$ cat src/hw/rtl/filtered_checker_texture_blend_assert.svh
// Assertion macros used by the checkerboard texture blend stage.
`ifndef FILTERED_CHECKER_TEXTURE_BLEND_ASSERT_SVH
`define FILTERED_CHECKER_TEXTURE_BLEND_ASSERT_SVH
// Same-cycle implication, sampled on clk_i and disabled during reset.
`define FCTB_ASSERT_IMP(lbl, pre, post) \
  lbl: assert property (@(posedge clk_i) disable iff (!rst_ni) (pre) |-> (post)) \
    else $error("fctb assertion failed");
// Next-cycle implication, sampled on clk_i and disabled during reset.
`define FCTB_ASSERT_NXT(lbl, pre, post) \
  lbl: assert property (@(posedge clk_i) disable iff (!rst_ni) (pre) |=> (post)) \
    else $error("fctb assertion failed");
`endif

$ cat src/hw/rtl/fctb_pkg.sv
// Types and constants of the filtered checkerboard texture pipeline.
package fctb_pkg;
  localparam int FRAC_BITS = 16;
  localparam int QW = FRAC_BITS + 1;
  localparam int DW = FRAC_BITS + 2;
  localparam int NW = DW + FRAC_BITS + 1;
  localparam int CW = 34;
  localparam logic [16:0] ONE_W = 17'd65536;
  localparam logic [16:0] HALF_W = 17'd32768;

  typedef struct packed {
    logic signed [31:0] s_coord;
    logic signed [31:0] t_coord;
    logic signed [31:0] ds_dx;
    logic signed [31:0] dt_dx;
    logic signed [31:0] ds_dy;
    logic signed [31:0] dt_dy;
    logic [15:0]        value_one;
    logic [15:0]        value_two;
  } in_t;

  typedef struct packed {
    logic [15:0] blended_value;
    logic [16:0] odd_weight;
  } out_t;

  typedef struct packed {
    logic        point;
    logic        wide;
    logic        odd;
    logic        zero_s;
    logic        zero_t;
    logic        par_s;
    logic        par_t;
    logic [15:0] value_one;
    logic [15:0] value_two;
  } side_t;
endpackage

$ cat src/hw/rtl/fctb_div.sv
// Pipelined restoring divider, one quotient bit per stage.
module fctb_div (
  input  logic                    clk_i,
  input  logic                    en_i,
  input  logic [fctb_pkg::NW-1:0] num_i,
  input  logic [fctb_pkg::DW-1:0] den_i,
  output logic [fctb_pkg::QW-1:0] quo_o
);
  import fctb_pkg::*;

  logic [NW-1:0] rem_q [QW-1];
  logic [DW-1:0] den_q [QW-1];
  logic [QW-1:0] quo_q [QW];

  for (genvar k = 0; k < QW; k++) begin : g_stage
    logic [NW-1:0] rin, trial;
    logic [DW-1:0] din;
    logic [QW-1:0] qin;
    logic          ge;
    if (k == 0) begin : g_first
      assign rin = num_i;
      assign din = den_i;
      assign qin = '0;
    end else begin : g_next
      assign rin = rem_q[k-1];
      assign din = den_q[k-1];
      assign qin = quo_q[k-1];
    end
    assign trial = NW'(din) << (QW - 1 - k);
    assign ge    = rin >= trial;
    always_ff @(posedge clk_i) begin
      if (en_i) begin
        quo_q[k] <= {qin[QW-2:0], ge};
      end
    end
    if (k < QW - 1) begin : g_carry
      always_ff @(posedge clk_i) begin
        if (en_i) begin
          rem_q[k] <= ge ? (rin - trial) : rin;
          den_q[k] <= din;
        end
      end
    end
  end

  assign quo_o = quo_q[QW-1];
endmodule

$ cat config.mk
export PLATFORM = sky130hd
export DESIGN_NAME = fctb_div
export DESIGN_NICKNAME = d
export VERILOG_FILES = /design/src/hw/rtl/filtered_checker_texture_blend_assert.svh /design/src/hw/rtl/fctb_pkg.sv /design/src/hw/rtl/fctb_div.sv
export SDC_FILE = /design/constraint.sdc
export NUM_CORES = 2
export LEC_CHECK = 0
export CORE_ASPECT_RATIO = 1.25
export CORE_UTILIZATION = 40
export DETAILED_ROUTE_END_ITERATION = 6
export DONT_BUFFER_PORTS = 1
export GPL_ROUTABILITY_DRIVEN = 0
export HOLD_SLACK_MARGIN = 0.1
export PLACE_DENSITY = 0.61
export REMOVE_ABC_BUFFERS = 1
export SYNTH_ARGS = -nofsm -noshare
export SYNTH_HDL_FRONTEND = slang
export SYNTH_SLANG_ARGS = --single-unit
$ cat constraint.sdc
create_clock -name clk_i -period 3.7 [get_ports clk_i]
set_clock_uncertainty 0.2 [all_clocks]
set_input_delay 0.185 -clock clk_i [delete_from_list [all_inputs] [get_ports clk_i]]
set_output_delay 0.185 -clock clk_i [all_outputs]
set_load 0.005 [all_outputs]
After elaboration in Yosys (flattened, before gate mapping)
Memory sizes are Yosys's and may differ from the RTL's.
Cells that the tools add are included.

storage, ports and cells
  bits in latches = 0
  output and inout port bits = 17
  bits in writable memories = 1137
  word-level logic and storage cells = 54
  bits in read-only memories = 0
  register bits after elaboration = 0
  memories = 3
  input bits = 55

operators by class
  equal/unequal tests = 0
  $add $sub $neg = 16
  div/mod/pow operators = 0
  magnitude comparators = 17
  reduce and logical (&&, ||, !) cells = 0
  shift-type cells = 0
  mux-type cells = 18
  bitwise gates (word level) = 0
  multiply operators = 0

memories
  name   words  bits a word  read ports  clocked after Yosys merged registers in  wr ports  line            RTL
  rem_q  16     35           16          0                                        16        fctb_div.sv:11  logic [NW-1:0] rem_q [QW-1];
  quo_q  17     17           17          0                                        17        fctb_div.sv:13  logic [QW-1:0] quo_q [QW];
  den_q  16     18           16          0                                        16        fctb_div.sv:12  logic [DW-1:0] den_q [QW-1];

operators by type and width
  cell                                              count
  35-bit 2-to-1 mux                                 16
  35-bit by 18-bit >= comparator with 1-bit output  1
  35-bit by 19-bit >= comparator with 1-bit output  1
  35-bit by 20-bit >= comparator with 1-bit output  1
  35-bit by 21-bit >= comparator with 1-bit output  1
  35-bit by 22-bit >= comparator with 1-bit output  1
  35-bit by 23-bit >= comparator with 1-bit output  1
  35-bit by 24-bit >= comparator with 1-bit output  1
  35-bit by 25-bit >= comparator with 1-bit output  1
  35-bit by 26-bit >= comparator with 1-bit output  1
  35-bit by 27-bit >= comparator with 1-bit output  1
  35-bit by 28-bit >= comparator with 1-bit output  1
  35-bit by 29-bit >= comparator with 1-bit output  1
  35-bit by 30-bit >= comparator with 1-bit output  1
  35-bit by 31-bit >= comparator with 1-bit output  1
  35-bit by 32-bit >= comparator with 1-bit output  1
  35-bit by 33-bit >= comparator with 1-bit output  1
  35-bit by 34-bit >= comparator with 1-bit output  1
  35-bit by 19-bit subtractor with 35-bit output    1
  35-bit by 20-bit subtractor with 35-bit output    1
  35-bit by 21-bit subtractor with 35-bit output    1
  35-bit by 22-bit subtractor with 35-bit output    1
  35-bit by 23-bit subtractor with 35-bit output    1
  35-bit by 24-bit subtractor with 35-bit output    1
  other kinds (11)                                  12

Depth between registers and ports, before layout
An unclocked memory read counts as a cell.

  depth after elaboration = 3
  gate-level depth with buffers = 14

Worst setup path after synthesis
No wires, ideal clock.

  path kind = reg2reg
  start point = memory den_q[1][108] (netlist bit)
  end point = memory rem_q[1][275] (netlist bit), data pin
  stages on the path, launching flop included = 11
  path slack = 256 ps
  clock period less this slack = 3444 ps
  path buffers = 0
  data arrival time = 2987 ps
  path through = edfxtp_1 ha_1 fa_1 nor2b_1 o31a_1 o41a_1 a21boi_0 o211a_1 nor4_2 or4b_2 xnor2_1

RTL lines
  element             line
  start: declaration  fctb_div.sv:12
  end: declaration    fctb_div.sv:11

==> impl_metrics.tcl <==
set metrics [dict create \
    yosys.cell_count.top_type "edfxtp_1" \
    critPathRequiredTime_ns 3.91 \
    routedWlPerCell_um 16.83 \
    num_rows 147 \
    relSlewSlack_pct 28.58 \
    synth-seq-cells 1001 \
    dp_hpwl_um 79000 \
    place_inst 6204 \
    synth_area_per_cell_um2 11.84 \
    crit_path_max_fanout 20 \
    areaGrowthSynthToFinish_pct 15.51 \
    dr.pass1.iters 5 \
    clk_pin_slew_worst_paths_ns 0.06 \
    crit_family "simple AND/OR/NAND/NOR gates" \
    reg2reg_slack_ns 0.09 \
    diodes 0 \
    power_leakage_nw 22.92 \
    startpoint_type "flop" \
    yosysTopAreaCell "edfxtp_1" \
    via_per_inst 5.273 \
    slowest_delay_ns 0.55 \
    worst-path-buf-inv 1 \
    cts_buffers 107 \
    max_slew.worst_pin.slew_ns 1.071 \
    dieArea_um2 132000 \
    netlist_area_um2 52230 \
    async_flop_share_pct 0 \
    grt_setup_unrepaired "yes" \
    synth_warnings 0 \
    grt.overflow.total 0 \
    fmax_mhz 276.8 \
    crit_start "rem_q[1][100]$_DFFE_PP_" \
    synth_seq_area_share_pct 57.55 \
    path_class "flop to flop" \
    clock_latency_ns 0.70 \
    power_mw 42.94 \
    portBuffers 0 \
    final_cells 6517 \
    num-nets-final 5091 \
    grt_pass1_wl_um 173400 \
    grt_max_degree 1002 \
    synth_common_cells "edfxtp_1, inv_1, ha_1, nand2_1, nor2_1" \
    clk_path_buf_depth 3 \
    synth_cell_types 86 \
    crit_path_end_kind "flop" \
    routed_wl_um 109700 \
    cap_violations 0 \
    io_pins 72 \
    grt_pass1_vias 35800 \
    htree_num_levels 3 \
    drt_iter0_drc 1613 \
    hold_class "input pin to flop" \
    cts.sink_count 1001 \
    utilization_pct 46.79 \
    synth_cells 4412 \
    drc 0 \
    grt_usage_pct 16.42 \
    ant_nets 0 \
    max-vdd-ir-drop_mv 0.4784 \
    hp-start "en_i" \
    violations "hold timing" \
    cp_data_arrival_time_ns 3.82 \
    hold_violations 102 \
    core-area_um2 128900 \
    ys_top_cells_by_area "edfxtp_1, ha_1, xnor2_1" \
    chipWidth_um 325.2 \
    crit_path_cell_trace "or4_1 -> or4_4 -> or3_4 -> or4b_4 -> a31oi_4 -> buf_12 -> mux2_2" \
    slowest_stage "or4_1" \
    fin_crit_ns 3.612 \
    vias 34370 \
    drv_slew 0 \
    power_density_nw_per_um2 711.7 \
    synth_edf_count 1001 \
    status "finished, violations left" \
    start_util_pct 40.51 \
    antenna_found_initial 2 \
    finalSetupViolCount 0 \
    yosysTopAreaCellShare_pct 57.55 \
    ys.flop_type "edfxtp_1" \
    hold_ws_ns -0.5894 \
    min_period_over_period_pct 97.62 \
    die_h_um 406.0 \
    layout-drive-gt1-share_pct 10.01 \
    clockRootBuffer "clkbuf_16" \
    reg2reg_from "rem_q[1][100]$_DFFE_PP_" \
    cts_tree "done" \
]
through the flow:
stage | setup TNS, ns | area (um^2) | setup WS [ns]
6_report | 0 | 60330 | 0.08789
5_1_grt | -0.01898 | 60330 | -0.01739
4_1_cts | 0 | 60090 | 0.02697
3_5_place_dp | -0.007400 | 55490 | -0.007400
3_3_place_gp | 0 | 55490 | 0.01920
2_1_floorplan | -69.96 | 51860 | -1.061
worst reg2reg max path, cell delays in order (launching register included):
cell and delay [ns]:
edfxtp_1 0.41, or4_1 0.55, or4_4 0.46, or3_4 0.36, or4b_4 0.50, a31oi_4 0.32, buf_12 0.20, mux2_2 0.34
layer usage:
layer	share of wire [%]	vias up	GRT usage (%)	wire, um
met3	2.8	368	2.018	3036
met2	58	695	35.20	63890
li1	-	17020	-	-
met5	0	-	0	0
met4	7.6	0	12.27	8368
met1	31	16290	12.85	34390
flip-flops by register name (all words and copies together), names as in the netlist:
name / count
quo_q: 153
den_q: 288
rem_q: 560
timing repair:
item | 4_1_cts | 5_1_grt
setup buffers | 0 | 4
resized for setup | 2 | 17
pin swaps | 0 | 5
hold endpoints to repair | 1055 | 257
hold buffers | 105 | 2
cloned | 0 | 1
endpoints found under the setup margin | 2 | 261
path summary, 6_finish.rpt:
kind                                                 to  depth (start not counted)
worst min-delay path             quo_q[16][2]$_DFFE_PP_                          0
worst max register to register  rem_q[1][124]$_DFFE_PP_                          7
worst max-delay path            rem_q[1][124]$_DFFE_PP_                          7
worst min register to register    quo_q[8][5]$_DFFE_PP_                          0
final cells by class:
cell class,count,area (um^2)
Fill cell,11410,68600
Inverter,394,1479
Sequential cell,1001,30060
Clock inverter,71,780.7
Timing Repair Buffer,285,2650
Tap cell,1713,2143
Clock buffer,128,2756
Multi-Input combinational cell,2925,20460
power by group:
group	switching [mW]	internal [mW]
Sequential	1.37	15.7
Combinational	8.37	6.81
Clock	4.48	6.20
cell usage in the layout, fill, tap and decap left out, types with 13 or more instances in the layout:
| cell type | netlist | final |
|---|---|---|
| or4_1 | 14 | 14 |
| nor2_1 | 289 | 289 |
| mux2_2 | 76 | 76 |
| nor4b_1 | 15 | 13 |
| nor2b_1 | 43 | 43 |
| clkinv_2 | 0 | 17 |
| ha_1 | 306 | 305 |
| o31a_1 | 25 | 25 |
| o21bai_1 | 26 | 26 |
| o31ai_1 | 34 | 34 |
| buf_4 | 1 | 163 |
| nand3b_1 | 15 | 15 |
| clkbuf_16 | 0 | 108 |
| nand3_1 | 80 | 80 |
| clkinv_1 | 2 | 23 |
| o21a_1 | 66 | 66 |
| xnor2_1 | 186 | 186 |
| nand2_1 | 290 | 289 |
| and3_1 | 27 | 27 |
| nor3_1 | 108 | 105 |
| inv_1 | 390 | 390 |
| a211oi_1 | 32 | 30 |
| nor4_1 | 72 | 69 |
| a21o_1 | 96 | 96 |
| clkbuf_1 | 76 | 21 |
| o21ai_0 | 237 | 236 |
| nand4_1 | 57 | 57 |
| a31oi_1 | 33 | 33 |
| o211ai_1 | 27 | 27 |
| fa_1 | 16 | 16 |
| or3_1 | 52 | 51 |
| xor2_1 | 144 | 144 |
| a21oi_1 | 288 | 288 |
| dlygate4sd3_1 | 0 | 105 |
| or2_2 | 17 | 17 |
| edfxtp_1 | 1001 | 1001 |
| nand2b_1 | 47 | 47 |
| and2_1 | 27 | 27 |
cells by family after synthesis:
group,share of synthesized area [%]
compound gates,12.06
xor+xnor,5.533
fa+ha+maj,7.943
buf+inv,3.543
flops,57.55
mux,1.897
simple gates,11.47
No activity file was read; power rests on OpenSTA's default activity.
