`config.mk`:
```
export PLATFORM = sky130hd
export DESIGN_NAME = fctb_blend
export DESIGN_NICKNAME = d
export VERILOG_FILES = /design/src/hw/rtl/fctb_pkg.sv /design/src/hw/rtl/fctb_blend.sv
export VERILOG_INCLUDE_DIRS = /design/src /design/src/hw/rtl
export SDC_FILE = /design/constraint.sdc
export NUM_CORES = 2
export LEC_CHECK = 0
export ABC_AREA = 1
export ABC_CLOCK_PERIOD_IN_PS = 6300
export BUFFER_PORTS_ARGS = -buffer_cell sky130_fd_sc_hd__buf_2
export CAP_MARGIN = 20
export CORE_MARGIN = 4
export CORE_UTILIZATION = 53
export DETAILED_ROUTE_END_ITERATION = 8
export PLACE_DENSITY = 0.72
export SLEW_MARGIN = 10
export SYNTH_ARGS = -nofsm -noshare
export SYNTH_HDL_FRONTEND = slang
export SYNTH_SLANG_ARGS = --single-unit
```
`constraint.sdc`:
```
create_clock -name clk_i -period 6.3 [get_ports clk_i]
set_clock_uncertainty 0.2 [all_clocks]
set_input_delay 1.26 -clock clk_i [delete_from_list [all_inputs] [get_ports clk_i]]
set_output_delay 1.26 -clock clk_i [all_outputs]
set_load 0.02 [all_outputs]
```
`src/hw/rtl/filtered_checker_texture_blend_assert.svh`:
```
// Assertion macros used by the checkerboard texture blend stage.
`ifndef FILTERED_CHECKER_TEXTURE_BLEND_ASSERT_SVH
`define FILTERED_CHECKER_TEXTURE_BLEND_ASSERT_SVH
// Same-cycle implication, sampled on clk_i and disabled during reset.
`define FCTB_ASSERT_IMP(lbl, pre, post) \
  lbl: assert property (@(posedge clk_i) disable iff (!rst_ni) (pre) |-> (post)) \
    else $error("fctb assertion failed");
// Next-cycle implication, sampled on clk_i and disabled during reset.
`define FCTB_ASSERT_NXT(lbl, pre, post) \
  lbl: assert property (@(posedge clk_i) disable iff (!rst_ni) (pre) |=> (post)) \
    else $error("fctb assertion failed");
`endif

```
`src/hw/rtl/fctb_pkg.sv`:
```
// Types and constants of the filtered checkerboard texture pipeline.
package fctb_pkg;
  localparam int FRAC_BITS = 16;
  localparam int QW = FRAC_BITS + 1;
  localparam int DW = FRAC_BITS + 2;
  localparam int NW = DW + FRAC_BITS + 1;
  localparam int CW = 34;
  localparam logic [16:0] ONE_W = 17'd65536;
  localparam logic [16:0] HALF_W = 17'd32768;

  typedef struct packed {
    logic signed [31:0] s_coord;
    logic signed [31:0] t_coord;
    logic signed [31:0] ds_dx;
    logic signed [31:0] dt_dx;
    logic signed [31:0] ds_dy;
    logic signed [31:0] dt_dy;
    logic [15:0]        value_one;
    logic [15:0]        value_two;
  } in_t;

  typedef struct packed {
    logic [15:0] blended_value;
    logic [16:0] odd_weight;
  } out_t;

  typedef struct packed {
    logic        point;
    logic        wide;
    logic        odd;
    logic        zero_s;
    logic        zero_t;
    logic        par_s;
    logic        par_t;
    logic [15:0] value_one;
    logic [15:0] value_two;
  } side_t;
endpackage

```
`src/hw/rtl/fctb_blend.sv`:
```
// Back end: axis fractions, odd area, weight selection and value blend.
`include "filtered_checker_texture_blend_assert.svh"
module fctb_blend (
  input  logic                    clk_i,
  input  logic                    rst_ni,
  input  logic                    en_i,
  input  logic                    valid_i,
  input  fctb_pkg::side_t         side_i,
  input  logic [fctb_pkg::QW-1:0] quo_s_i,
  input  logic [fctb_pkg::QW-1:0] quo_t_i,
  output logic                    valid_o,
  output fctb_pkg::out_t          data_o
);
  import fctb_pkg::*;

  function automatic logic [16:0] frac(input logic zero, input logic par,
                                       input logic [QW-1:0] q);
    logic [16:0] r;
    r = (17'(q) > ONE_W) ? ONE_W : 17'(q);
    if (zero) r = par ? ONE_W : 17'd0;
    return r;
  endfunction

  side_t side1_q, side2_q, side3_q;
  logic vld1_q, vld2_q, vld3_q, vld4_q;
  logic [16:0] si1_q, ti1_q, si2_q, ti2_q, w3_q, w4_q;
  logic [33:0] prod2_q;
  logic [32:0] p1_q, p2_q;
  logic [16:0] w_d;
  logic [33:0] sum;

  always_comb begin
    logic [18:0] rnd;
    logic signed [19:0] a;
    rnd = 19'((prod2_q + 34'd16384) >> 15);
    a = $signed({3'b0, si2_q}) + $signed({3'b0, ti2_q}) - $signed({1'b0, rnd});
    if (side2_q.point) begin
      w_d = side2_q.odd ? ONE_W : 17'd0;
    end else if (side2_q.wide) begin
      w_d = HALF_W;
    end else if (a < 0) begin
      w_d = 17'd0;
    end else if (a > $signed(20'(ONE_W))) begin
      w_d = ONE_W;
    end else begin
      w_d = a[16:0];
    end
  end

  assign sum = 34'(p1_q) + 34'(p2_q) + 34'd32768;

  always_ff @(posedge clk_i or negedge rst_ni) begin
    if (!rst_ni) begin
      vld1_q  <= 1'b0;
      vld2_q  <= 1'b0;
      vld3_q  <= 1'b0;
      vld4_q  <= 1'b0;
      valid_o <= 1'b0;
    end else if (en_i) begin
      vld1_q  <= valid_i;
      vld2_q  <= vld1_q;
      vld3_q  <= vld2_q;
      vld4_q  <= vld3_q;
      valid_o <= vld4_q;
    end
  end

  always_ff @(posedge clk_i) begin
    if (en_i) begin
      side1_q <= side_i;
      si1_q   <= frac(side_i.zero_s, side_i.par_s, quo_s_i);
      ti1_q   <= frac(side_i.zero_t, side_i.par_t, quo_t_i);
      side2_q <= side1_q;
      si2_q   <= si1_q;
      ti2_q   <= ti1_q;
      prod2_q <= si1_q * ti1_q;
      side3_q <= side2_q;
      w3_q    <= w_d;
      p1_q    <= (ONE_W - w3_q) * side3_q.value_one;
      p2_q    <= w3_q * side3_q.value_two;
      w4_q    <= w3_q;
      data_o.blended_value <= sum[31:16];
      data_o.odd_weight    <= w4_q;
    end
  end

  `FCTB_ASSERT_IMP(a_weight_range, vld3_q, w3_q <= ONE_W)
  `FCTB_ASSERT_IMP(a_point_weight, vld3_q && side3_q.point, (w3_q == '0) || (w3_q == ONE_W))
  `FCTB_ASSERT_NXT(a_stall_hold, !en_i, valid_o && $stable(data_o))
endmodule

```
# --- Yosys cells after proc, flatten, opt, wreduce, memory -nomap -nowiden ---
# Cells that the tools add are included.
op_classes:
  addsub: 6
  n_mul: 3
  n_div: 0
  order_cmp: 4
  eq_ne: 0
  n_shift: 0
  muxes: 11
  bitwise_logic: 0
  reduce_logical: 0
op_table:
  columns: ["cell", "n"]
  rows:
  - ["$mux 17", 11]
  - ["$add 34x15->34 const B", 1]
  - ["$gt 17x17->1 const B", 2]
  - ["$mul 17x17->34", 1]
  - ["$add 32x16->32 const B", 1]
  - ["$add 32x32->32", 1]
  - ["$mul 17x16->32", 1]
  - ["$mul 18x17->32", 1]
  - ["$gt 20x18->1 const B", 1]
  - ["$lt 20x1->1 const B", 1]
  - ["$sub 18x19->20", 1]
  - ["$add 17x17->18", 1]
  - ["$sub 17x17->18 const A", 1]
totals:
  ff_bits: 340
  latchBits: 0
  ram_bits: 0
  rom_bits: 0
  input_bits: 77
  output_inout_bits: 34
  wordCells: 52
  n_memories: 0

# --- Depth between registers and ports, before layout ---
logic_depth:
  word_depth: 7
  depth_mapped: 37

# --- Least setup slack after synthesis ---
# Ideal clock, no wire load.
synth_timing:
  path_type: "register to register"
  from: "register w3_q[1]"
  to: "register p1_q[26], data pin"
  setup_time_ps: 262
  t_arrival_ps: 6409
  path_slack_ps: -571
  path_stages_with_launch: 32
  cell_sequence: "edfxtp_1 buf_2 clkbuf_1 inv_1 ha_1 nand2_1 nor2_2 inv_1 nor3_2 nand3_1 or2_0 nand2_1 buf_2 nor2_1 fa_1 inv_1 fa_1 fa_1 inv_1 fa_1 fa_1 inv_1 fa_1 inv_1 ha_1 a21oi_1 o21a_1 and2_1 o21ai_1 a21boi_0 o21bai_1 xor2_1"
synth_via:
  elab_chain_len: 2
synth_rtl:
  columns: ["item", "line_no", "source"]
  rows:
  - ["start: declaration", "fctb_blend.sv:26", "logic [16:0] si1_q, ti1_q, si2_q, ti2_q, w3_q, w4_q;"]
  - ["start signal: assignment", "fctb_blend.sv:78", "w3_q <= w_d;"]
  - ["$sub 17x17->18", "fctb_blend.sv:79", "p1_q <= (ONE_W - w3_q) * side3_q.value_one;"]
  - ["$mul 18x17->32", "fctb_blend.sv:79", null]
  - ["end signal: assignment", "fctb_blend.sv:79", null]
  - ["end: declaration", "fctb_blend.sv:28", "logic [32:0] p1_q, p2_q;"]
# Every way passes these cells.
# A chain may end at the register's enable or synchronous reset.

# --- Final worst setup path ---
# Ends and elaborated chain as after synthesis.

==> results_dict.tcl <==
set metrics [dict create \
    synth.distinct_cells 58 \
    finalWorstSetupSlack_ns -0.284 \
    cts_tree "yes" \
    slew_headroom_pct 39.0 \
    grt_pass1_wl_um 179000 \
    synth_flop_cell "edfxtp_1" \
    path_clk_slew_ns 0.06 \
    track_usage_pct 25.7 \
    cts_max_level 2 \
    syn_avg_cell_area_um2 8.75 \
    place_area_mm2 0.0479 \
    worstPathArrival_ns 6.70 \
    diodes 0 \
    io_pins 111 \
    fin_crit_sh_pct 105 \
    layout_common_cells "1,319 x inv_1, 1,117 x nand2_1, 697 x fa_1, 349 x ha_1, 338 x buf_4" \
    fin_area_mm2 0.0507 \
    grt_start_max_net_pins 103 \
    avgRoutedWirePerCell_um 16.8 \
    cp_slowest_cell "fa_1" \
    ys_warn_count 0 \
    synth_edf_count 321 \
    cts_made_buffers 40 \
    critPathMaxStageDelay_ns 0.53 \
    syn_area_mm2 0.0441 \
    core_area_mm2 0.0822 \
    die_h_um 296 \
    end_kind "register" \
    cts_root_buf "clkbuf_16" \
    crit_top_cell "fa_1" \
    drt-initial-drc-count 2093 \
    ys_async_sr_fraction_pct 1.53 \
    maxCapViolations 0 \
    final_common_cell "inv_1" \
    final_nets 6560 \
    grt_overflow 0 \
    synth-seq-cells 326 \
    place_hpwl_um 89600 \
    grt_pass1_vias 35400 \
    clockBufferDepth 3 \
    die_area_mm2 0.0878 \
    hold_class "reg2reg" \
    period_minus_slack_ns 6.58 \
    violations "negative setup slack" \
    slew_violations 0 \
    yosysSeqAreaShare_pct 22.2 \
    cp_max_fo 7 \
    start_util_pct 53.6 \
    max_freq_mhz 152 \
    worst_pin_slew_ns 0.916 \
    grt_antenna_before_repair 3 \
    cp-start-kind "register" \
    rsz0062_at_grt "true" \
    setup_viol 16 \
    cts_sinks 326 \
    area_growth_pct 15.2 \
    rows 105 \
    clock_latency_ns 0.58 \
    layout-drive-gt1-share_pct 14.6 \
    ant_nets 0 \
    wl_um 109000 \
    synthesis.nets 6198 \
    fin_hold_ws_ns 0.217 \
    gp_congestion 0.975 \
    viasPerCell 5.15 \
    critPathKind "reg2reg" \
    drcViolationCount 0 \
    worstPathRequired_ns 6.41 \
    routed-via-count 33500 \
    syn-instance-count 5035 \
    finalHoldViolations 0 \
    status "finished, violations left" \
    io_buffers 110 \
    die_w_um 296 \
    drt_pass1_iterations 6 \
    cts-hold-fix-buffers 0 \
]
-- critical path, delay by kind of cell, from the launching register on --
| family | cells | cell delay, ns |
|---|---|---|
| flip-flops | 1 | 0.49 |
| adder cells (fa/ha/maj) | 8 | 3.34 |
| buffers and inverters | 9 | 0.70 |
| XOR/XNOR | 1 | 0.14 |
| AO/OA/AOI/OAI | 5 | 0.61 |
| AND/OR/NAND/NOR | 6 | 0.84 |
-- cell families after synthesis --
family / count (synthesis) / share of synthesized area (%)
AND/OR/NAND/NOR: 1673 / 15.3
buffers and inverters: 1529 / 13.1
adder cells (fa/ha/maj): 1086 / 43.0
flip-flops: 326 / 22.2
AO/OA/AOI/OAI: 289 / 3.80
XOR/XNOR: 131 / 2.62
multiplexers: 1 / 0.0256
-- layout make-up --
cell class	count	area (um^2)
Timing Repair Buffer	486	3650
Fill cell	6900	31500
Inverter	1363	5160
Sequential cell	326	9760
Tap cell	1070	1340
Multi-Input combinational cell	3180	29500
Clock inverter	23	258
Clock buffer	47	1050
-- what timing repair did --
action / CTS / global route
pin swaps: 54 / 93
endpoints found under the setup margin: 20 / 44
gates resized for setup: 112 / 137
setup buffers: 12 / 51
-- routing by layer --
metal	part of all wire (%)	up-vias	GRT usage, %
li1	-	15700	-
met5	0	-	0
met3	6.3	266	3.59
met4	4.2	0	9.72
met2	50	1094	45.3
met1	39	16500	32.4
-- synth_stat cells (all sizes together) (3+ instances only) --
master	count	area share, %
nand4	33	0.47
xor2	92	1.8
nand3	88	1.1
xnor2	39	0.78
and3	3	0.043
clkinv	5	0.043
o21ai	73	0.84
o31ai	3	0.051
a21oi	130	1.5
nand2	1157	9.9
o21bai	9	0.15
buf	24	0.29
clkbuf	142	1.2
a31oi	9	0.13
a31o	3	0.060
a221oi	7	0.14
fa	713	32
nor3	34	0.43
nor2	330	2.9
o211ai	8	0.14
edfxtp	321	22
a21boi	5	0.094
ha	373	11
and2	6	0.091
o21a	5	0.085
or2	3	0.043
dfrtp	5	0.28
nand3b	5	0.085
inv	1358	12
a211oi	4	0.068
nor4	11	0.19
a21o	27	0.46
-- through the flow --
step	util, %	setup slack [ns]	TNS (ns)	instances
4_1_cts	60.5	-0.322	-3.42	6445
5_1_grt	61.7	-0.580	-7.63	6495
3_3_place_gp	58.3	-0.305	-3.39	6363
3_5_place_dp	58.3	-0.444	-5.40	6363
2_1_floorplan	-	-0.135	-0.571	5035
6_report	61.7	-0.284	-3.06	6495
-- final timing paths --
kind	slack [ns]	cells past startpoint	from	end
max	-0.28	29	w3_q[1]	p1_q[26]
min	0.22	0	side1_q[17]	side2_q[17]
max reg2reg	-0.28	29	w3_q[1]	p1_q[26]
min reg2reg	0.22	0	side1_q[17]	side2_q[17]
max in group asynchronous	5.49	1	rst_ni	vld1_q
min in group asynchronous	0.28	1	rst_ni	vld2_q
-- state kept, by name, indices dropped and copies added (netlist names) --
signal	count
si2_q	17
vld4_q	1
side3_q	32
side1_q	35
ti2_q	17
vld3_q	1
p2_q	32
w4_q	17
p1_q	32
ti1_q	17
vld1_q	1
side2_q	35
w3_q	17
si1_q	17
data_o	33
prod2_q	20
vld2_q	1
valid_o	1
Power is left out: the tool's default activity adds up to more than one toggle a clock period on the data nets, which glitch-free logic cannot reach.
