==> config.mk <==
export PLATFORM = sky130hd
export DESIGN_NAME = fctb_prep
export DESIGN_NICKNAME = d
export VERILOG_FILES = /design/src/hw/rtl/filtered_checker_texture_blend_assert.svh /design/src/hw/rtl/fctb_pkg.sv /design/src/hw/rtl/fctb_prep.sv
export SDC_FILE = /design/constraint.sdc
export NUM_CORES = 1
export LEC_CHECK = 0
export BUFFER_PORTS_ARGS = -buffer_cell sky130_fd_sc_hd__buf_2
export CAP_MARGIN = 40
export CORE_MARGIN = 5
export CORE_UTILIZATION = 60
export CTS_CLUSTER_DIAMETER = 80
export DETAILED_ROUTE_END_ITERATION = 7
export GPL_ROUTABILITY_DRIVEN = 0
export PLACE_DENSITY = 0.83
export SYNTH_ARGS = -nofsm -noshare
export SYNTH_HDL_FRONTEND = slang
export SYNTH_SLANG_ARGS = --single-unit
==> constraint.sdc <==
create_clock -name clk_i -period 7.8 [get_ports clk_i]
set_clock_uncertainty 0.1 [all_clocks]
set_input_delay 0.39 -clock clk_i [delete_from_list [all_inputs] [get_ports clk_i]]
set_output_delay 0.39 -clock clk_i [all_outputs]
set_load 0.01 [all_outputs]
==> src/hw/rtl/filtered_checker_texture_blend_assert.svh <==
// Assertion macros used by the checkerboard texture blend stage.
`ifndef FILTERED_CHECKER_TEXTURE_BLEND_ASSERT_SVH
`define FILTERED_CHECKER_TEXTURE_BLEND_ASSERT_SVH
// Same-cycle implication, sampled on clk_i and disabled during reset.
`define FCTB_ASSERT_IMP(lbl, pre, post) \
  lbl: assert property (@(posedge clk_i) disable iff (!rst_ni) (pre) |-> (post)) \
    else $error("fctb assertion failed");
// Next-cycle implication, sampled on clk_i and disabled during reset.
`define FCTB_ASSERT_NXT(lbl, pre, post) \
  lbl: assert property (@(posedge clk_i) disable iff (!rst_ni) (pre) |=> (post)) \
    else $error("fctb assertion failed");
`endif

==> src/hw/rtl/fctb_pkg.sv <==
// Types and constants of the filtered checkerboard texture pipeline.
package fctb_pkg;
  localparam int FRAC_BITS = 16;
  localparam int QW = FRAC_BITS + 1;
  localparam int DW = FRAC_BITS + 2;
  localparam int NW = DW + FRAC_BITS + 1;
  localparam int CW = 34;
  localparam logic [16:0] ONE_W = 17'd65536;
  localparam logic [16:0] HALF_W = 17'd32768;

  typedef struct packed {
    logic signed [31:0] s_coord;
    logic signed [31:0] t_coord;
    logic signed [31:0] ds_dx;
    logic signed [31:0] dt_dx;
    logic signed [31:0] ds_dy;
    logic signed [31:0] dt_dy;
    logic [15:0]        value_one;
    logic [15:0]        value_two;
  } in_t;

  typedef struct packed {
    logic [15:0] blended_value;
    logic [16:0] odd_weight;
  } out_t;

  typedef struct packed {
    logic        point;
    logic        wide;
    logic        odd;
    logic        zero_s;
    logic        zero_t;
    logic        par_s;
    logic        par_t;
    logic [15:0] value_one;
    logic [15:0] value_two;
  } side_t;
endpackage

==> src/hw/rtl/fctb_prep.sv <==
// Front end: filter widths, box tests and divider operands for both axes.
module fctb_prep (
  input  logic                        clk_i,
  input  logic                        rst_ni,
  input  logic                        en_i,
  input  logic                        valid_i,
  input  fctb_pkg::in_t               data_i,
  input  logic                        mode_i,
  output logic                        valid_o,
  output fctb_pkg::side_t             side_o,
  output logic [fctb_pkg::NW-1:0]     num_s_o,
  output logic [fctb_pkg::NW-1:0]     num_t_o,
  output logic [fctb_pkg::DW-1:0]     den_s_o,
  output logic [fctb_pkg::DW-1:0]     den_t_o
);
  import fctb_pkg::*;

  function automatic logic [32:0] mag(input logic [31:0] x);
    logic [32:0] e;
    e = {x[31], x};
    return x[31] ? (~e + 33'd1) : e;
  endfunction

  function automatic logic [DW-1:0] bump_diff(input logic [CW-1:0] p, input logic [CW-1:0] m);
    logic signed [17:0] hi;
    logic [35:0] acc;
    hi = $signed({p[CW-1], p[CW-1:FRAC_BITS+1]}) - $signed({m[CW-1], m[CW-1:FRAC_BITS+1]});
    acc = {{2{hi[17]}}, hi, {FRAC_BITS{1'b0}}};
    if (p[FRAC_BITS]) acc = acc + 36'(p[FRAC_BITS-1:0]);
    if (m[FRAC_BITS]) acc = acc - 36'(m[FRAC_BITS-1:0]);
    return acc[DW-1:0];
  endfunction

  logic [32:0] ds, dt;
  logic [CW-1:0] sp, sm, tp, tm;

  logic [CW-1:0] sp_q, sm_q, tp_q, tm_q;
  logic [QW-1:0] ds_q, dt_q;
  logic zs_q, zt_q, wide_q, odd_q, ps_q, pt_q, mode_q, vld1_q;
  logic [15:0] v1_q, v2_q;

  logic in_check;
  logic [DW-1:0] bs, bt;

  always_comb begin
    logic [32:0] a0, a1, b0, b1;
    a0 = mag(data_i.ds_dx);
    a1 = mag(data_i.ds_dy);
    b0 = mag(data_i.dt_dx);
    b1 = mag(data_i.dt_dy);
    ds = (a0 > a1) ? a0 : a1;
    dt = (b0 > b1) ? b0 : b1;
    sp = {{2{data_i.s_coord[31]}}, data_i.s_coord} + {1'b0, ds};
    sm = {{2{data_i.s_coord[31]}}, data_i.s_coord} - {1'b0, ds};
    tp = {{2{data_i.t_coord[31]}}, data_i.t_coord} + {1'b0, dt};
    tm = {{2{data_i.t_coord[31]}}, data_i.t_coord} - {1'b0, dt};
  end

  always_ff @(posedge clk_i or negedge rst_ni) begin
    if (!rst_ni) begin
      vld1_q <= 1'b0;
    end else if (en_i) begin
      vld1_q <= valid_i;
    end
  end

  always_ff @(posedge clk_i) begin
    if (en_i) begin
      sp_q   <= sp;
      sm_q   <= sm;
      tp_q   <= tp;
      tm_q   <= tm;
      ds_q   <= ds[QW-1:0];
      dt_q   <= dt[QW-1:0];
      zs_q   <= (ds == '0);
      zt_q   <= (dt == '0);
      wide_q <= (ds > 33'(ONE_W)) || (dt > 33'(ONE_W));
      odd_q  <= data_i.s_coord[FRAC_BITS] ^ data_i.t_coord[FRAC_BITS];
      ps_q   <= data_i.s_coord[FRAC_BITS];
      pt_q   <= data_i.t_coord[FRAC_BITS];
      mode_q <= mode_i;
      v1_q   <= data_i.value_one;
      v2_q   <= data_i.value_two;
    end
  end

  assign in_check = (sp_q[CW-1:FRAC_BITS] == sm_q[CW-1:FRAC_BITS]) &&
                    (tp_q[CW-1:FRAC_BITS] == tm_q[CW-1:FRAC_BITS]);
  assign bs = bump_diff(sp_q, sm_q);
  assign bt = bump_diff(tp_q, tm_q);

  always_ff @(posedge clk_i or negedge rst_ni) begin
    if (!rst_ni) begin
      valid_o <= 1'b0;
    end else if (en_i) begin
      valid_o <= vld1_q;
    end
  end

  always_ff @(posedge clk_i) begin
    if (en_i) begin
      side_o.point     <= !mode_q || in_check;
      side_o.wide      <= wide_q;
      side_o.odd       <= odd_q;
      side_o.zero_s    <= zs_q;
      side_o.zero_t    <= zt_q;
      side_o.par_s     <= ps_q;
      side_o.par_t     <= pt_q;
      side_o.value_one <= v1_q;
      side_o.value_two <= v2_q;
      num_s_o <= {1'b0, bs, {FRAC_BITS{1'b0}}} + NW'(ds_q);
      num_t_o <= {1'b0, bt, {FRAC_BITS{1'b0}}} + NW'(dt_q);
      den_s_o <= {ds_q, 1'b0};
      den_t_o <= {dt_q, 1'b0};
    end
  end
endmodule

After elaboration in Yosys (flattened, before gate mapping)
Cells that the tools add are included.
{ "word_totals": {"latchBits": 0, "romBits": 0, "out_inout_bits": 146, "memories": 0, "wordCells": 73, "ram_bits": 0, "reg_bits": 354} }
{ "op_classes": {"mul": 0, "mux": 10, "n_shift": 0, "n_div": 0, "bitwise_logic": 5, "n_reduce_logical": 6, "n_lt_le_gt_ge": 4, "add_sub_neg": 16, "eq_ne": 2} }
{ "op_table": {"columns": ["op", "count"], "rows": [
  ["33-bit two-way mux", 6],
  ["33-bit by 1-bit adder with 33-bit output, second input constant", 4],
  ["33-bit inverter", 4],
  ["18-bit two-way mux", 4],
  ["34-bit by 17-bit adder with 35-bit output", 2],
  ["34-bit by 33-bit adder with 34-bit output", 2],
  ["34-bit by 33-bit subtractor with 34-bit output", 2],
  ["33-bit by 17-bit > comparator with 1-bit output, second input constant", 2],
  ["33-bit > comparator", 2],
  ["33-bit logical NOT", 2],
  ["18-bit by 17-bit adder with 18-bit output", 2],
  ["18-bit equality test", 2],
  ["18-bit by 16-bit subtractor with 18-bit output", 2],
  ["2-bit subtractor", 2],
  ["1-bit logical OR", 2],
  ["1-bit logical AND", 1],
  ["1-bit logical NOT", 1],
  ["1-bit bitwise XOR", 1]
]} }

Longest topological paths before layout
{ "depth": {"word_depth": 7, "ltp_mapped": 32, "depth_no_buf": 30} }

Worst setup path after synthesis
No wires, ideal clock.
{ "synth_path": {"path_kind": "input-to-reg", "start": "input data_i[42] in the netlist's numbering", "end": "register tp_q[31] (data pin)", "n_path_buf": 3, "arrival_time_ns": 7.386, "path_slack_ns": 0.046, "path_stages": 26, "setup_time_ns": 0.268, "cell_sequence": "or4_4 or4_4 buf_6 or3_4 or4_1 ha_1 nand4_1 nor4_1 nand3_1 o21ai_0 nor2_1 a31oi_1 buf_1 buf_1 mux2_2 ha_1 a21o_1 a311o_1 o22a_1 a31oi_1 o221ai_1 o21ba_2 a21oi_1 or3b_1 a31o_2 xor2_1"} }
{ "synth_between": {"elab_chain_cells": 6} }
{ "synth_rtl": {"columns": ["element", "line_no", "rtl"], "rows": [
  ["start, declared", "fctb_prep.sv:7", "input fctb_pkg::in_t data_i,"],
  ["33-bit inverter", "fctb_prep.sv:21", "return x[31] ? (~e + 33'd1) : e;"],
  ["33-bit by 1-bit adder with 33-bit output", "fctb_prep.sv:21", null],
  ["33-bit two-way mux *", "fctb_prep.sv:21", null],
  ["33-bit > comparator *", "fctb_prep.sv:52", "dt = (b0 > b1) ? b0 : b1;"],
  ["33-bit two-way mux *", "fctb_prep.sv:52", null],
  ["named net dt[1]", "fctb_prep.sv:34", "logic [32:0] ds, dt;"],
  ["34-bit by 33-bit adder with 34-bit output *", "fctb_prep.sv:55", "tp = {{2{data_i.t_coord[31]}}, data_i.t_coord} + {1'b0, dt};"],
  ["named net tp[31]", "fctb_prep.sv:35", "logic [CW-1:0] sp, sm, tp, tm;"],
  ["end signal, assigned", "fctb_prep.sv:71", "tp_q <= tp;"],
  ["end, declared", "fctb_prep.sv:37", "logic [CW-1:0] sp_q, sm_q, tp_q, tm_q;"]
]} }
The timed path passes the listed nets; every way through them passes the cells marked *.
A chain may end at the register's enable or synchronous reset.

Final worst setup path
{ "layout_path": {"start": "input data_i[140] in the netlist's numbering", "end": "register sm_q[32] (data pin)"} }
{ "layout_between": {"elab_chain_cells": 6} }
{ "layout_rtl": {"columns": ["element", "line_no", "rtl"], "rows": [
  ["33-bit inverter", "fctb_prep.sv:21", null],
  ["33-bit by 1-bit adder with 33-bit output", "fctb_prep.sv:21", null],
  ["33-bit two-way mux *", "fctb_prep.sv:21", null],
  ["33-bit > comparator *", "fctb_prep.sv:51", "ds = (a0 > a1) ? a0 : a1;"],
  ["33-bit two-way mux *", "fctb_prep.sv:51", null],
  ["named net ds[1]", "fctb_prep.sv:34", null],
  ["34-bit by 33-bit subtractor with 34-bit output *", "fctb_prep.sv:54", "sm = {{2{data_i.s_coord[31]}}, data_i.s_coord} - {1'b0, ds};"],
  ["named net sm[32]", "fctb_prep.sv:35", null],
  ["end signal, assigned", "fctb_prep.sv:70", "sm_q <= sm;"],
  ["end, declared", "fctb_prep.sv:37", null]
]} }
Marked as above.

==> impl_metrics.toml <==
[finish]
layout-drive-gt1-share = 0.1878
syn_to_final_growth_pct = 17.01
layout.cells.non_filler = 3565
final_cell_mix = "buf_2, edfxtp_1, inv_1, ha_1, xor2_1"
design_area_um2 = 29470
nNetsFinal = 3476
layout_commonest_cell = "buf_2"

[setup_path]
critPathBufInv = 4
critPathArrivalTime_ns = 7.70
end_kind = "flip-flop"
critPathLaunchType = "input port"
path_common_cell = "or3_1"
crit_fanout = 12
slowest_stage = "or3_1"
max_stage_delay_ns = 0.45
ff2ff_path_depth = 14
criticalPathCategory = "in -> reg"
cp.depth = 29
required_ns = 7.96
crit_family = "compound AO/OA/AOI/OAI gates"

[detailed_routing]
viasPerCell = 5.961
wire_per_inst_um = 18.54
ant_nets = 0
drtIter0Drc = 1812
wl_mm = 66.10
num_vias = 21251
first_pass_iters = 6
drc = 0

[synth]
ys_ff_latch = 320
synth_edf_count = 318
synth.cell_area_um2 = 25190
synth-main-ff-cell = "edfxtp_1"
synth_top_area_share = 0.3791
avgSynthCellArea_um2 = 9.866
netlist.top_cell.by_area = "edfxtp_1"
synthCells = 2553
async_flop_share = 0.006250
ys_warn_count = 0
yosysUniqueCellTypes = 81
yosysSeqAreaShare = 0.3811
synth_area_leaders = "edfxtp_1, ha_1, xor2_1"

[placed_design]
portBuffers = 372
post_dp_cell_area_um2 = 27900
dp_hpwl_mm = 51.05
numPlacedInstances = 3448

[clocking]
cts_tree = "yes"
htreeDepth = 2
clkLatencyLatePin_ns = 0.52
cts.sinks = 320
cts_buffers = 35
cts_root_buffer = "clkbuf_16"
cts.clk_slew.worst_paths_ns = 0.06
clk_path_buf_depth = 3

[sta]
whs_ns = 0.08407
finalSetupViolCount = 0
finalHoldViolCount = 0
slew_headroom = 0.4879
fin_crit_sh = 0.9667
max_clock_freq_mhz = 132.6
worst_pin_slew_ns = 0.7682
drv_slew = 0
min_period_ns = 7.540

[pwr]
p_per_area_nw_per_um2 = 270.9
leakage_nw = 13.01
ir_worst_vdd_v = 0.0001321

[floorplan]
die-area_um2 = 46180
io_pins = 375
rows = 75
fp.dieH_um = 214.9
initial_core_util = 0.6032
core-area_um2 = 41760
die-width_um = 214.9

[grt]
grt_util_all_layers = 0.2717
antenna_found_initial = 20
grt_pass1_wl_mm = 105.3
grt_pass1_vias = 20881
grt_max_degree = 100
grt_overflow = 0

[flow_run]
drv_cap = 0

[hold_path]
hold_path_class = "in -> async"

[run_status]
status = "finished clean"
==> layout make-up <==
type,instances,area (µm²)
Antenna cell,17,42.54
Clock buffer,49,1011
Clock inverter,14,90.09
Fill cell,3030,12290
Inverter,258,968.4
Multi-Input combinational cell,1880,14210
Sequential cell,320,9599
Tap cell,539,674.4
Timing Repair Buffer,488,2874
==> sequential cells by signal, summed over array words and instances (netlist names), 33 cells and up <==
signal,count
side_o,39
num_s_o,35
num_t_o,35
sp_q,34
tp_q,34
sm_q,33
tm_q,33
==> repair_timing <==
action                                 in CTS  in global routing
setup endpoints to repair                   0                 19
endpoints found under the hold margin      36                  0
setup buffers                               0                  2
hold buffers                               35                  0
gates resized for setup                     0                 14
==> where the power goes <==
group          total [mW]  switching [mW]  internal [mW]
registers            2.63           0.144           2.49
clock network        1.58           0.669          0.913
logic                3.77            2.19           1.59
==> final timing paths <==
path | from | slack [ns] | to
worst max-delay path | data_i[140] | 0.26 | sm_q[32]
min in group clk_i | data_i[176] | 0.11 | pt_q
worst min-delay path | rst_ni | 0.08 | valid_o
worst min register to register | wide_q | 0.31 | side_o[37]
max in group asynchronous | rst_ni | 7.42 | vld1_q
worst max register to register | sp_q[16] | 3.41 | num_s_o[31]
==> metrics by stage <==
stage                 util   TNS [ns]  total power, mW  worst slack (ns)
CTS                 0.7029          0            7.946            0.2058
finish              0.7058          0            7.986            0.2599
detailed placement  0.6682     -1.724            6.316           -0.2421
global route        0.7058  -0.003661            8.506         -0.003661
global placement    0.6668          0            6.150          0.001269
floorplan                -          0            5.250           0.04643
==> synthesized netlist by cell type (all sizes together), types with 24 or more instances <==
cell type and number:
nor2 146, ha 258, and2 32, nand4 39
inv 258, nand3 48, or4 25, o21ai 104
mux2i 68, nand2 101, nor3 54, xor2 177
buf 42, or3 40, o21bai 27, o31ai 49
a21oi 162, nand2b 29, edfxtp 318, nor4 33
a31oi 29, xnor2 147, clkbuf 61, a21o 65
nor2b 24
==> cells by family (layout without fill, tap and decap cells) <==
family,after synthesis,after routing,synth area share
adders and majority gates,264,264,0.1329
DFF,320,320,0.3811
xor gates and xnor gates,324,324,0.1127
and+or+nand+nor,631,631,0.1326
buffers and inverters,361,809,0.05916
other,2,27,0.0002982
AOI/OAI and AO/OA,572,572,0.1493
muxes,79,79,0.03194
==> per-layer routing <==
layer,vias up,GRT usage,share of wire
li1,10057,-,-
met1,10088,0.3474,0.41
met2,923,0.4700,0.49
met3,179,0.04039,0.064
met4,4,0.1014,0.039
met5,-,0,0.00051
(Power assumes the default switching activity.)
